**src/rtl/core/csbc_pkg.sv**
```systemverilog
// Shared types and constants for the canonical split bitset checker.
// No dependencies.
package csbc_pkg;

  localparam int BYTE_W     = 8;
  localparam int TAXON_W    = 13;
  localparam int STATUS_W   = 3;
  localparam int SEL_TAXA_W = 13;
  localparam int APB_DATA_W = 32;
  localparam int APB_ADDR_W = 2;

  localparam logic [APB_ADDR_W-1:0] REG_NUM_TAXA = 2'd0;
  localparam logic [TAXON_W-1:0]    NUM_TAXA_RST = 13'd1;

  typedef enum logic [STATUS_W-1:0] {
    STATUS_OK            = 3'd0,
    STATUS_WIDTH         = 3'd1,
    STATUS_SEL_PADDING   = 3'd2,
    STATUS_RET_PADDING   = 3'd3,
    STATUS_NON_RETAINED  = 3'd4,
    STATUS_EMPTY_SIDE    = 3'd5,
    STATUS_NOT_CANONICAL = 3'd6
  } status_t;

endpackage

```
**src/rtl/core/csbc_in_if.sv**
```systemverilog
// Input channel: one byte pair of the selected and retained bitsets.
// Depends on csbc_pkg.
interface csbc_in_if
  import csbc_pkg::*;
();
  logic               valid;
  logic               ready;
  logic [BYTE_W-1:0]  selected_byte;
  logic [BYTE_W-1:0]  retained_byte;
  logic               last_byte;

  modport source (output valid, selected_byte, retained_byte, last_byte, input ready);
  modport sink   (input valid, selected_byte, retained_byte, last_byte, output ready);
endinterface

```
**src/rtl/core/csbc_out_if.sv**
```systemverilog
// Result channel: status and selected-side taxon count of one query.
// Depends on csbc_pkg.
interface csbc_out_if
  import csbc_pkg::*;
();
  logic                   valid;
  logic                   ready;
  logic [STATUS_W-1:0]    status;
  logic [SEL_TAXA_W-1:0]  selected_taxa;

  modport source (output valid, status, selected_taxa, input ready);
  modport sink   (input valid, status, selected_taxa, output ready);
endinterface

```
**src/rtl/core/canonical_split_bitset_check_core.sv**
```systemverilog
// Canonical split bitset checker, top level.
// Depends on csbc_pkg, csbc_in_if and csbc_out_if.
//
// Takes one (selected, retained) byte pair per clock and, on the byte marked
// last, produces one status transaction with the selected-side popcount. An
// accepted byte is held in an input register, from which it updates the byte
// counter, popcount totals and order flags, and a last byte loads the
// result register once that register is free; the status is offered from
// there. The sustained rate is one byte pair per cycle; in_txn.ready drops
// only while a last byte waits in the input register for a full result
// register to be taken. The taxa count is written over APB at address 0 and
// is to be changed only while no query is in flight.
module canonical_split_bitset_check_core
  import csbc_pkg::*;
#(
  parameter int MAX_TAXA = 4096
) (
  input  logic                   clk,
  input  logic                   rst_n,
  csbc_in_if.sink                in_txn,
  csbc_out_if.source             out_txn,
  input  logic                   psel,
  input  logic                   penable,
  input  logic                   pwrite,
  input  logic [APB_ADDR_W-1:0]  paddr,
  input  logic [APB_DATA_W-1:0]  pwdata,
  output logic [APB_DATA_W-1:0]  prdata,
  output logic                   pready
);

  localparam int SEEN_CAP = (MAX_TAXA + 7) / 8 + 1;
  localparam int SEEN_W   = $clog2(SEEN_CAP + 1);
  localparam int TOT_W    = $clog2(SEEN_CAP * BYTE_W + 1);
  localparam logic [31:0] MAX_TAXA_U = 32'(MAX_TAXA);
  localparam int POP_W    = $clog2(BYTE_W + 1);

  function automatic logic [POP_W-1:0] ones8(input logic [BYTE_W-1:0] v);
    logic [POP_W-1:0] n;
    n = '0;
    for (int i = 0; i < BYTE_W; i++) begin
      n = n + POP_W'(v[i]);
    end
    return n;
  endfunction

  // configuration
  logic [TAXON_W-1:0] num_taxa_r;
  logic               cfg_wr;

  assign pready = 1'b1;
  assign cfg_wr = psel && penable && pwrite && (paddr == REG_NUM_TAXA);
  assign prdata = (paddr == REG_NUM_TAXA) ? APB_DATA_W'(num_taxa_r) : '0;

  logic [2:0]          rem;
  logic [BYTE_W-1:0]   pad_mask;
  logic [TAXON_W-1:0]  expected;
  logic                tc_bad;

  assign rem      = num_taxa_r[2:0];
  assign pad_mask = ~((8'd1 << rem) - 8'd1);
  assign expected = TAXON_W'(({1'b0, num_taxa_r} + 14'd7) >> 3);
  assign tc_bad   = (num_taxa_r == '0) || (32'(num_taxa_r) > MAX_TAXA_U);

  // input stage
  logic              s1_v_r, s1_v_nxt;
  logic              s1_last_r;
  logic [POP_W-1:0]  s1_pop_sel_r, s1_pop_comp_r;
  logic              s1_outside_r, s1_diff_r, s1_comp_lt_r;
  logic              s1_pad_sel_r, s1_pad_ret_r;
  logic [BYTE_W-1:0] comp;
  logic              in_acc, out_free, s1_go, s1_done;

  assign comp     = in_txn.retained_byte ^ in_txn.selected_byte;
  assign out_free = !out_txn.valid || out_txn.ready;
  assign s1_go    = s1_v_r && (!s1_last_r || out_free);
  assign s1_done  = s1_go && s1_last_r;
  assign in_txn.ready = !s1_v_r || s1_go;
  assign in_acc   = in_txn.valid && in_txn.ready;
  assign s1_v_nxt = in_acc ? 1'b1 : (s1_go ? 1'b0 : s1_v_r);

  // accumulation stage
  logic [SEEN_W-1:0] bytes_seen_r, bytes_seen_nxt;
  logic [TOT_W-1:0]  sel_tot_r, sel_tot_nxt;
  logic [TOT_W-1:0]  comp_tot_r, comp_tot_nxt;
  logic              outside_r, outside_nxt;
  logic              decided_r, decided_nxt;
  logic              comp_first_r, comp_first_nxt;
  logic              below_cap;
  status_t           status;

  assign below_cap      = bytes_seen_r < SEEN_W'(SEEN_CAP);
  assign bytes_seen_nxt = bytes_seen_r + SEEN_W'(below_cap);
  assign sel_tot_nxt    = sel_tot_r + (below_cap ? TOT_W'(s1_pop_sel_r) : '0);
  assign comp_tot_nxt   = comp_tot_r + (below_cap ? TOT_W'(s1_pop_comp_r) : '0);
  assign outside_nxt    = outside_r || s1_outside_r;
  assign decided_nxt    = decided_r || s1_diff_r;
  assign comp_first_nxt = decided_r ? comp_first_r : (s1_diff_r && s1_comp_lt_r);

  always_comb begin
    if (tc_bad || (32'(bytes_seen_nxt) != 32'(expected))) begin
      status = STATUS_WIDTH;
    end else if ((rem != '0) && s1_pad_sel_r) begin
      status = STATUS_SEL_PADDING;
    end else if ((rem != '0) && s1_pad_ret_r) begin
      status = STATUS_RET_PADDING;
    end else if (outside_nxt) begin
      status = STATUS_NON_RETAINED;
    end else if ((sel_tot_nxt == '0) || (comp_tot_nxt == '0)) begin
      status = STATUS_EMPTY_SIDE;
    end else if ((sel_tot_nxt > comp_tot_nxt) ||
                 ((sel_tot_nxt == comp_tot_nxt) && decided_nxt && comp_first_nxt)) begin
      status = STATUS_NOT_CANONICAL;
    end else begin
      status = STATUS_OK;
    end
  end

  // result register
  logic                  out_v_r, out_v_nxt;
  logic [STATUS_W-1:0]   out_status_r;
  logic [SEL_TAXA_W-1:0] out_sel_r;

  assign out_v_nxt = s1_done ? 1'b1 : (out_txn.ready ? 1'b0 : out_v_r);
  assign out_txn.valid         = out_v_r;
  assign out_txn.status        = out_status_r;
  assign out_txn.selected_taxa = out_sel_r;

  always_ff @(posedge clk) begin
    if (!rst_n) begin
      num_taxa_r    <= NUM_TAXA_RST;
      s1_v_r        <= 1'b0;
      out_v_r       <= 1'b0;
      bytes_seen_r  <= '0;
      sel_tot_r     <= '0;
      comp_tot_r    <= '0;
      outside_r     <= 1'b0;
      decided_r     <= 1'b0;
      comp_first_r  <= 1'b0;
    end else begin
      if (cfg_wr) begin
        num_taxa_r <= pwdata[TAXON_W-1:0];
      end
      s1_v_r  <= s1_v_nxt;
      out_v_r <= out_v_nxt;
      if (s1_go) begin
        if (s1_last_r) begin
          bytes_seen_r <= '0;
          sel_tot_r    <= '0;
          comp_tot_r   <= '0;
          outside_r    <= 1'b0;
          decided_r    <= 1'b0;
          comp_first_r <= 1'b0;
        end else begin
          bytes_seen_r <= bytes_seen_nxt;
          sel_tot_r    <= sel_tot_nxt;
          comp_tot_r   <= comp_tot_nxt;
          outside_r    <= outside_nxt;
          decided_r    <= decided_nxt;
          comp_first_r <= comp_first_nxt;
        end
      end
    end
  end

  always_ff @(posedge clk) begin
    if (in_acc) begin
      s1_last_r     <= in_txn.last_byte;
      s1_pop_sel_r  <= ones8(in_txn.selected_byte);
      s1_pop_comp_r <= ones8(comp);
      s1_outside_r  <= (in_txn.selected_byte & ~in_txn.retained_byte) != '0;
      s1_diff_r     <= in_txn.selected_byte != comp;
      s1_comp_lt_r  <= comp < in_txn.selected_byte;
      s1_pad_sel_r  <= (in_txn.selected_byte & pad_mask) != '0;
      s1_pad_ret_r  <= (in_txn.retained_byte & pad_mask) != '0;
    end
    if (s1_done) begin
      out_status_r <= status;
      out_sel_r    <= SEL_TAXA_W'(sel_tot_nxt);
    end
  end

`ifndef SYNTH
  a_last_gives_result: assert property (@(posedge clk) disable iff (!rst_n)
    s1_done |=> out_v_r)
    else $error("last byte did not load a result");

  a_clear_after_last: assert property (@(posedge clk) disable iff (!rst_n)
    s1_done |=> (bytes_seen_r == '0) && (sel_tot_r == '0) && (comp_tot_r == '0) && !decided_r)
    else $error("query state not cleared after last byte");

  a_seen_capped: assert property (@(posedge clk) disable iff (!rst_n)
    bytes_seen_r <= SEEN_W'(SEEN_CAP))
    else $error("byte counter passed its cap");

  a_stall_cause: assert property (@(posedge clk) disable iff (!rst_n)
    !in_txn.ready |-> (s1_v_r && s1_last_r && out_v_r && !out_txn.ready))
    else $error("input stalled without a blocked result");
`endif

endmodule

```
**src/flat_wrapper.sv**
```systemverilog
// flat-port wrapper written by rule: the top's interface ports become plain ports
module canonical_split_bitset_check_core_flat import csbc_pkg::*;
#(
  parameter int MAX_TAXA = 4096
)
  (clk, rst_n, psel, penable, pwrite, paddr, pwdata, prdata, pready, in_txn_valid, in_txn_selected_byte, in_txn_retained_byte, in_txn_last_byte, in_txn_ready, out_txn_valid, out_txn_status, out_txn_selected_taxa, out_txn_ready);
  csbc_in_if in_txn_i ();
  csbc_out_if out_txn_i ();
  input  logic clk;
  input  logic rst_n;
  input  logic psel;
  input  logic penable;
  input  logic pwrite;
  input  logic [APB_ADDR_W-1:0] paddr;
  input  logic [APB_DATA_W-1:0] pwdata;
  output logic [APB_DATA_W-1:0] prdata;
  output logic pready;
  input wire logic [$bits(in_txn_i.valid)-1:0] in_txn_valid;
  input wire logic [$bits(in_txn_i.selected_byte)-1:0] in_txn_selected_byte;
  input wire logic [$bits(in_txn_i.retained_byte)-1:0] in_txn_retained_byte;
  input wire logic [$bits(in_txn_i.last_byte)-1:0] in_txn_last_byte;
  output wire logic [$bits(in_txn_i.ready)-1:0] in_txn_ready;
  output wire logic [$bits(out_txn_i.valid)-1:0] out_txn_valid;
  output wire logic [$bits(out_txn_i.status)-1:0] out_txn_status;
  output wire logic [$bits(out_txn_i.selected_taxa)-1:0] out_txn_selected_taxa;
  input wire logic [$bits(out_txn_i.ready)-1:0] out_txn_ready;
  assign in_txn_i.valid = in_txn_valid;
  assign in_txn_i.selected_byte = in_txn_selected_byte;
  assign in_txn_i.retained_byte = in_txn_retained_byte;
  assign in_txn_i.last_byte = in_txn_last_byte;
  assign in_txn_ready = in_txn_i.ready;
  assign out_txn_valid = out_txn_i.valid;
  assign out_txn_status = out_txn_i.status;
  assign out_txn_selected_taxa = out_txn_i.selected_taxa;
  assign out_txn_i.ready = out_txn_ready;
  canonical_split_bitset_check_core #(.MAX_TAXA(MAX_TAXA)) u_core (.clk(clk), .rst_n(rst_n), .in_txn(in_txn_i), .out_txn(out_txn_i), .psel(psel), .penable(penable), .pwrite(pwrite), .paddr(paddr), .pwdata(pwdata), .prdata(prdata), .pready(pready));
endmodule
```
**config.mk**
```make
export PLATFORM = sky130hd
export DESIGN_NAME = canonical_split_bitset_check_core_flat
export DESIGN_NICKNAME = d
export VERILOG_FILES = /design/src/rtl/core/csbc_pkg.sv /design/src/rtl/core/csbc_in_if.sv /design/src/rtl/core/csbc_out_if.sv /design/src/rtl/core/canonical_split_bitset_check_core.sv /design/src/flat_wrapper.sv
export SDC_FILE = /design/constraint.sdc
export NUM_CORES = 1
export LEC_CHECK = 0
export ABC_CLOCK_PERIOD_IN_PS = 8100
export BUFFER_PORTS_ARGS = -buffer_cell sky130_fd_sc_hd__buf_4
export CORE_AREA = 2 2 123 125
export DETAILED_ROUTE_END_ITERATION = 7
export DIE_AREA = 0 0 125 127
export GPL_TIMING_DRIVEN = 1
export PLACE_DENSITY_LB_ADDON = 0.1
export SKIP_CTS_REPAIR_TIMING = 1
export SYNTH_ARGS = -nofsm -noshare
export SYNTH_HDL_FRONTEND = slang
export SYNTH_SLANG_ARGS = --single-unit
```
**constraint.sdc**
```tcl
create_clock -name clk -period 8.1 [get_ports clk]
set_input_delay 0.405 -clock clk [delete_from_list [all_inputs] [get_ports clk]]
set_output_delay 0.405 -clock clk [all_outputs]
set_load 0.01 [all_outputs]
```
# Word-level counts from Yosys, hierarchy flattened
# Index checks and enable logic that the tools add are counted.
[word_totals] regBits=84 input_bits=58 output_inout_bits=51 word_cells=106
[classes] addsub=19 n_lt_le_gt_ge=4 n_eq_ne=3 n_shift=1 muxes=19 bitwise=6 reduce_logical=34
[ops] cell="adder 4 x 1 -> 4 bit" count=12
[ops] cell="logical NOT 13 bit" count=3
[ops] cell="2-to-1 mux 13 bit" count=3
[ops] cell="adder 13 bit" count=2
[ops] cell="AND 8 bit" count=3
[ops] cell="nonzero test 8 bit" count=3
[ops] cell="inverter 8 bit" count=2
[ops] cell="adder 13 x 3 -> 14 bit, second input constant" count=1
[ops] cell="== test 13 bit" count=1
[ops] cell="greater-than comparator 13 bit" count=1
[ops] cell="greater-than comparator 13 bit, second input constant" count=1
[ops] cell="logical AND 1 bit" count=11
[ops] cell="inequality test 10 x 11 -> 1 bit" count=1
[ops] cell="adder 10 x 1 -> 10 bit" count=1
[ops] cell="less-than comparator 10 bit, second input constant" count=1
[ops] cell="2-to-1 mux 10 bit" count=1
[ops] cell="logical OR 1 bit" count=9
[ops] cell="2-to-1 mux 3 bit" count=3
[ops] cell="less-than comparator 8 bit" count=1
[ops] cell="2-to-1 mux 1 bit" count=8
[ops] cell="2-to-1 mux 4 bit" count=2
[ops] cell="inequality test 8 bit" count=1
[ops] cell="<< shifter 1 x 3 -> 8 bit, first input constant" count=1
[ops] cell="subtractor 8 x 1 -> 8 bit, second input constant" count=1
[ops] cell="other kinds (8)" count=13

# Logic depth before layout (Yosys ltp)
# Gate-level depths: netlist (run 1).
[logic_depth] word_depth=12 mapped_depth=18 ltp_nobuf=17

# Worst setup path before layout (run 1)
# OpenSTA, ideal clock, no wires.
[synth_timing] kind="register -> register" from="register u_core.bytes_seen_r[2]" to="register u_core.out_status_r[2], in the netlist u_core.out_txn.status[2], data pin" setup_time_ps=256 arrival_ps=3992 required_time_ps=7844 setup_slack_ps=3852 stages_incl_launch_ff=19 n_path_buf=1 synth_period_minus_slack_ps=4248 path_cell_list="dfxtp_1 clkbuf_1 nor3_1 a31oi_1 nor2b_1 ha_1 fa_1 a211oi_2 nor3b_1 xor2_1 inv_1 ha_1 and2_1 a221oi_1 maj3_2 a21boi_1 o21ai_0 a21oi_1 o211a_1"
[synth_between] elab_chain_cells=10 word_cells_on_any_way=20 classes_between="add/sub (3); order compare (2); eq/ne (2); mux (5); reduce/logical (8)"
[synth_lines] element="from (decl)" line="canonical_split_bitset_check_core.sv:82" text="logic [SEEN_W-1:0] bytes_seen_r, bytes_seen_nxt;"
[synth_lines] element="from (signal assigned)" line="canonical_split_bitset_check_core.sv:154" text="bytes_seen_r <= bytes_seen_nxt;"
[synth_lines] element="parallel branches: the longest is 10 deep, another holds adder 13 bit"
[synth_lines] element="to (signal assigned)" line="canonical_split_bitset_check_core.sv:177" text="out_status_r <= status;"
[synth_lines] element="to (decl)" line="canonical_split_bitset_check_core.sv:120" text="logic [STATUS_W-1:0] out_status_r;"
# Parallel ways; which one is timed is not known.
# A chain may end at the register's enable or synchronous reset.

# Worst setup path in the final report (run 1)
# Same ends and word-level chain as after synthesis.

==> reports/results.txt, run 1 <==
Area growth syn-to-layout: 14.7%
Max-cap violations: 0
synthesized area: 6000 um2
CTS clk-pin slew, worst paths: 0.06 ns
unrepaired setup endpoints after global routing: false
Setup crit start kind: flip-flop
status: finished clean
R2R Setup Slk: 3.17 ns
Core Footprint: 14400 um2
first-pass GRT wire length: 23600 um
Async S/R FF share, synth: 0%
Final Hold Vio Count: 0
Critical Path RT: 8.20 ns
CP top delay family: compound AO/OA/AOI/OAI gates
hpwl dp: 10800 um
final net count: 850
Reg area: 1980 um2
Longest Clk Path Bufs: 2
gate count after technology mapping: 691
post-synthesis register bit count: 84
Ports: 109
htree depth: 3
CP Max Fanout: 10
number of fillers in the final layout: 1418
DP Worst Slack: 3.17 ns
Syn. warnings: 0
ys flop type: dfxtp_1
first-pass iteration count of the detailed router: 4
gr usage total: 18.3%
crit end category: flip-flop
crit path time final: 4.93 ns
Arrival @ worst endpoint: 5.03 ns
Worst R2R Start: u_core.bytes_seen_r[2]
path depth of the worst reg2reg path: 16
hold path depth: 1
CP bufs+invs: 0
worst min path class: in2reg
total grt overflow: 0
total power: 1.20 mW
end of the worst register-to-register path: u_core.out_txn.status[2]
Static Leak: 2.80 nW
Crit path largest cell delay: 0.61 ns
Hold Path Origin: in_txn_last_byte
Cell Rows: 44
port bufs: 69
routed wire length: 14300 um
cell area after layout: 6890 um2
residual DRC count: 0
die area: 15900 um2
worst hold endpoint: u_core.s1_last_r
vias in the first global route: 4839
WL/cell: 15.3 um
setup tns final: 0 ns
pin count of the biggest net entering global routing: 54
fin crit share: 60.9%
Layout Skew: 0.00895 ns
share of cells above drive strength 1: 13.4%
Setup Viol. Count Final: 0
DRT iter0 DRCs: 257
Seq/Total Area, Yosys: 33.0%
Die Span Y: 127 um
synth unique cells: 66
Syn Area/Cell: 8.69 um2
via count: 4975
final setup margin: 3.17 ns
routed vias/inst: 5.34
Final Wtd Congestion: 0.896
initial antenna violation count: 0
Worst-Margin Slew: 1.15 ns
area of the multi-input gates: 3650 um2
EDFF count, synth: 30
CTS tree: yes
Final ANT Viol Nets: 0
placed cell areas: 6570 um2
n_diodes: 0
fmax: 0.203 GHz
max-slew violations: 0
PwrDens: 174 nW/um2
CTS Root Cell: clkbuf_16
TritonCTS buffer count: 9
initial core utilization: 41.6%
die width: 125 um
slew margin rel.: 23.1%
CP max-delay cell: a31oi_1
worst skew pair latency: 0.35 ns
clk sinks: 84
CP cell instances: nor3_1 -> a31oi_1 -> nor2b_1 -> ha_1 -> and3_1 -> a211o_1 -> and3_1 -> xnor2_1 -> ha_1 -> and2_1 -> a221oi_1 -> maj3_2 -> a21boi_1 -> o21ai_0 -> a21oi_1 -> o211a_1
kind of critical path: reg2reg
maximum VDD drop: 0.000106 V
==> how the worst max path moves through the flow <==
stage | startpoint | slack [ns] | depth (start not counted) | to
2_1_floorplan | u_core.bytes_seen_r[2] | 3.85 | 18 | u_core.out_txn.status[2]
3_3_place_gp | u_core.bytes_seen_r[2] | 3.12 | 17 | u_core.out_txn.status[2]
3_5_place_dp | u_core.bytes_seen_r[2] | 3.17 | 17 | u_core.out_txn.status[2]
4_1_cts | u_core.bytes_seen_r[2] | 3.13 | 17 | u_core.out_txn.status[2]
5_1_grt | u_core.bytes_seen_r[2] | 2.81 | 17 | u_core.out_txn.status[2]
6_report | u_core.bytes_seen_r[2] | 3.17 | 16 | u_core.out_txn.status[2]
==> logic make-up (layout without fill, tap and decap cells) <==
| group | count (synthesis) | in the layout | synth area share (%) |
|---|---|---|---|
| AOI/OAI and AO/OA | 150 | 150 | 17.3 |
| adders and majority gates | 51 | 51 | 11.9 |
| buffers and inverters | 95 | 133 | 7.28 |
| and+or+nand+nor | 253 | 253 | 22.1 |
| DFF | 84 | 84 | 33.0 |
| muxes | 2 | 2 | 0.334 |
| other | 2 | 20 | 0.125 |
| xor gates and xnor gates | 54 | 54 | 8.01 |
==> cells in the mapped netlist (all sizes together), types with 3 or more instances <==
cell	instances	area (um2)
nand2b	3	18.8
a221oi	3	26.3
a211oi	6	55.1
nand3b	8	60.1
and3	13	81.3
nand3	19	95.1
o21a	4	30.0
nand4	9	56.3
a211o	3	26.3
ha	40	500
nor2	41	154
a21oi	25	140
fa	10	200
nor3	11	65.1
xor2	19	166
a21boi	26	195
nor3b	3	22.5
nand2	65	244
xnor2	35	314
nor2b	32	200
o21ai	38	194
a22oi	15	113
nor4	9	62.6
or3	7	43.8
and2	26	163
clkbuf	25	93.8
buf	23	166
a31oi	5	31.3
dfxtp	54	1080
edfxtp	30	901
inv	47	176
and4	3	26.3
a21o	4	30.0
==> report_power, final <==
part,switching [mW],internal [mW]
Combinational,0.152,0.119
Clock,0.172,0.279
Sequential,0.0107,0.464
==> area by class of cell <==
class	count	area share (%)
Tap cell	184	3.34
Sequential cell	84	28.8
Multi-Input combinational cell	530	53.0
Inverter	47	2.56
Clock inverter	4	1.07
Timing Repair Buffer	70	7.63
Clock buffer	12	3.58
==> stage by stage <==
step / util [%] / std cells / hold WS, ns
CTS: 47.7 / 931 / 0.217
global placement: 45.5 / 915 / 0.456
floorplan: - / 709 / 0.445
finish: 47.7 / 931 / 0.228
detailed placement: 45.5 / 915 / 0.467
global route: 47.7 / 931 / 0.214
==> flip-flops by register name (all words and copies together), names as in the netlist, 3 cells and up <==
signal and flops:
u_core.bytes_seen_r 10, u_core.sel_tot_r 13, u_core.s1_pop_sel_r 4, u_core.out_txn.status 3, u_core.out_txn.selected_taxa 13, u_core.num_taxa_r 13, u_core.comp_tot_r 13, u_core.s1_pop_comp_r 4
==> worst register-to-register path: cells and delay by family, from the launching register on <==
kind	cells	cell delay (ns)
and+or+nand+nor	5	0.88
adders and majority gates	3	0.96
AOI/OAI and AO/OA	7	2.13
DFF	1	0.50
xor gates and xnor gates	1	0.22
==> cell usage in the layout, fill, tap and decap left out, drive strengths merged, types with 9 or more instances in the layout <==
cell type,n
a21boi,26
a21oi,25
a22oi,15
and2,26
and3,13
buf,70
clkbuf,12
conb,20
dfxtp,54
edfxtp,30
fa,10
ha,40
inv,47
nand2,65
nand3,19
nand4,9
nor2,41
nor2b,32
nor3,11
nor4,9
o21ai,38
xnor2,35
xor2,19
==> per-layer routing <==
metal,track usage (%),up-vias,routed length [um]
li1,-,2482,-
met1,23.8,2350,6650
met2,30.8,123,6750
met3,2.76,20,504
met4,7.19,0,344
met5,0,-,0
(Power assumes the default switching activity.)
==> run 2: changes to the inputs <==
--- a/config.mk
+++ b/config.mk
@@ -5,7 +5,7 @@
 export SDC_FILE = /design/constraint.sdc
 export NUM_CORES = 1
 export LEC_CHECK = 0
-export ABC_CLOCK_PERIOD_IN_PS = 8100
+export ABC_CLOCK_PERIOD_IN_PS = 5100
 export BUFFER_PORTS_ARGS = -buffer_cell sky130_fd_sc_hd__buf_4
 export CORE_AREA = 2 2 123 125
 export DETAILED_ROUTE_END_ITERATION = 7
==> constraint.sdc (replaced) <==
create_clock -name clk -period 5.1 [get_ports clk]
set_input_delay 0.255 -clock clk [delete_from_list [all_inputs] [get_ports clk]]
set_output_delay 0.255 -clock clk [all_outputs]
set_load 0.01 [all_outputs]
==> reports/results.txt, run 2 (synthesis gave the netlist of run 1 again) <==
Die Span Y: 127 um
number of fillers in the final layout: 1434
most frequent cells in the layout: buf_4, nand2_1, dfxtp_1
most common cell after layout, fill and taps aside: buf_4
initial antenna violation count: 0
sw frac: 29.1%
PwrDens: 261 nW/um2
Cell Rows: 44
combinational power share: 24.1%
Final Wtd Congestion: 0.880
hpwl dp: 11000 um
Static Leak: 2.80 nW
part of the power in the clock network: 33.6%
final net count: 854
routed wire length: 14500 um
Ports: 109
die area: 15900 um2
cell area after layout: 6860 um2
WL/cell: 15.5 um
share of cells above drive strength 1: 13.7%
vias in the first global route: 4939
first-pass iteration count of the detailed router: 5
crit path time final: 4.64 ns
switching pwr: 0.521 mW
Cell Int Power: 1.27 mW
Worst-Margin Slew: 1.04 ns
first-pass GRT wire length: 23900 um
placed cell areas: 6600 um2
pin count of the biggest net entering global routing: 54
Final ANT Viol Nets: 0
Core Footprint: 14400 um2
residual DRC count: 0
die width: 125 um
htree depth: 3
Area growth syn-to-layout: 14.3%
gr usage total: 18.4%
worst min path class: in2reg
CTS clk-pin slew, worst paths: 0.06 ns
kind of critical path: reg2reg
path depth of the worst reg2reg path: 17
routed vias/inst: 5.38
Hold Path Origin: in_txn_last_byte
hold path depth: 1
Layout Skew: 0.00790 ns
unrepaired setup endpoints after global routing: false
maximum VDD drop: 0.000159 V
setup tns final: 0 ns
worst skew pair latency: 0.35 ns
via count: 5032
port bufs: 69
clk sinks: 84
Worst R2R Start: u_core.bytes_seen_r[5]
total grt overflow: 0
slew margin rel.: 30.3%
share of power burned in registers: 42.2%
TritonCTS buffer count: 9
CP Max Fanout: 9
Longest Clk Path Bufs: 2
initial core utilization: 41.6%
crit end category: flip-flop
DRT iter0 DRCs: 366
Final Hold Vio Count: 0
max-slew violations: 0
Arrival @ worst endpoint: 4.74 ns
Max-cap violations: 0
status: finished clean
CTS tree: yes
fmax: 0.216 GHz
Setup crit start kind: flip-flop
fin crit share: 90.9%
Critical Path RT: 5.20 ns
crit path launch: u_core.bytes_seen_r[5]
n_diodes: 0
CTS Root Cell: clkbuf_16
Setup Viol. Count Final: 0
run 2: changes by cell type in the layout (fill, tap and decap cells not counted):
cell,previous run,this run
clkinv_2,1,3
clkinv_4,1,0
bufinv_16,2,0
buf_4,70,74
clkbuf_1,2,3
run 2: final timing paths:
| path | endpoint | slack (ns) |
|---|---|---|
| setup / recovery | u_core.out_txn.status[2] | 0.46 |
| hold / removal | u_core.s1_last_r | 0.08 |
| setup reg to reg | u_core.out_txn.status[2] | 0.46 |
| hold reg to reg | u_core.sel_tot_r[2] | 0.47 |
run 2: cell type report:
type	instances	area (um2)	share of cell area, %
Tap cell	184	230	3.36
Inverter	47	176	2.57
Clock buffer	13	250	3.65
Timing Repair Buffer	74	556	8.10
Sequential cell	84	1980	28.9
Clock inverter	3	15.0	0.219
Multi-Input combinational cell	530	3650	53.2
run 2: routing by layer:
metal	global-route usage (%)	up-vias	wire, um
li1	-	2491	-
met1	22.9	2391	6560
met2	32.2	130	7150
met3	2.76	20	505
met4	7.32	0	263
met5	0	-	0
run 2: stage by stage:
step	instances	hold WS, ns	worst slack (ns)	power (mW)	utilization (%)
floorplan	709	0.354	0.852	1.08	-
global route	935	0.0767	0.257	1.90	47.6
global placement	919	0.434	0.541	1.19	45.7
CTS	935	0.0703	0.445	1.81	47.6
detailed placement	919	0.439	0.450	1.21	45.7
finish	935	0.0842	0.462	1.79	47.6
run 2: power by group through the flow:
stage / clock network [mW] / registers (mW) / logic (mW)
floorplan: 0 / 0.762 / 0.319
global placement: 0 / 0.771 / 0.421
detailed placement: 0 / 0.771 / 0.436
CTS: 0.619 / 0.756 / 0.438
global route: 0.644 / 0.759 / 0.493
finish: 0.602 / 0.756 / 0.432
run 2: critical path: stages (launching register included):
cell and delay (ns):
dfxtp_1 0.37, nor4_1 0.36, a31oi_1 0.13, buf_4 0.18, nor2b_1 0.13, ha_1 0.31
and3_1 0.25, a211o_1 0.40, and3_1 0.24, xnor2_1 0.25, ha_1 0.29, and2_1 0.17
a221oi_1 0.29, maj3_2 0.27, a21boi_1 0.07, o21ai_0 0.33, a21oi_1 0.12, o211a_1 0.23
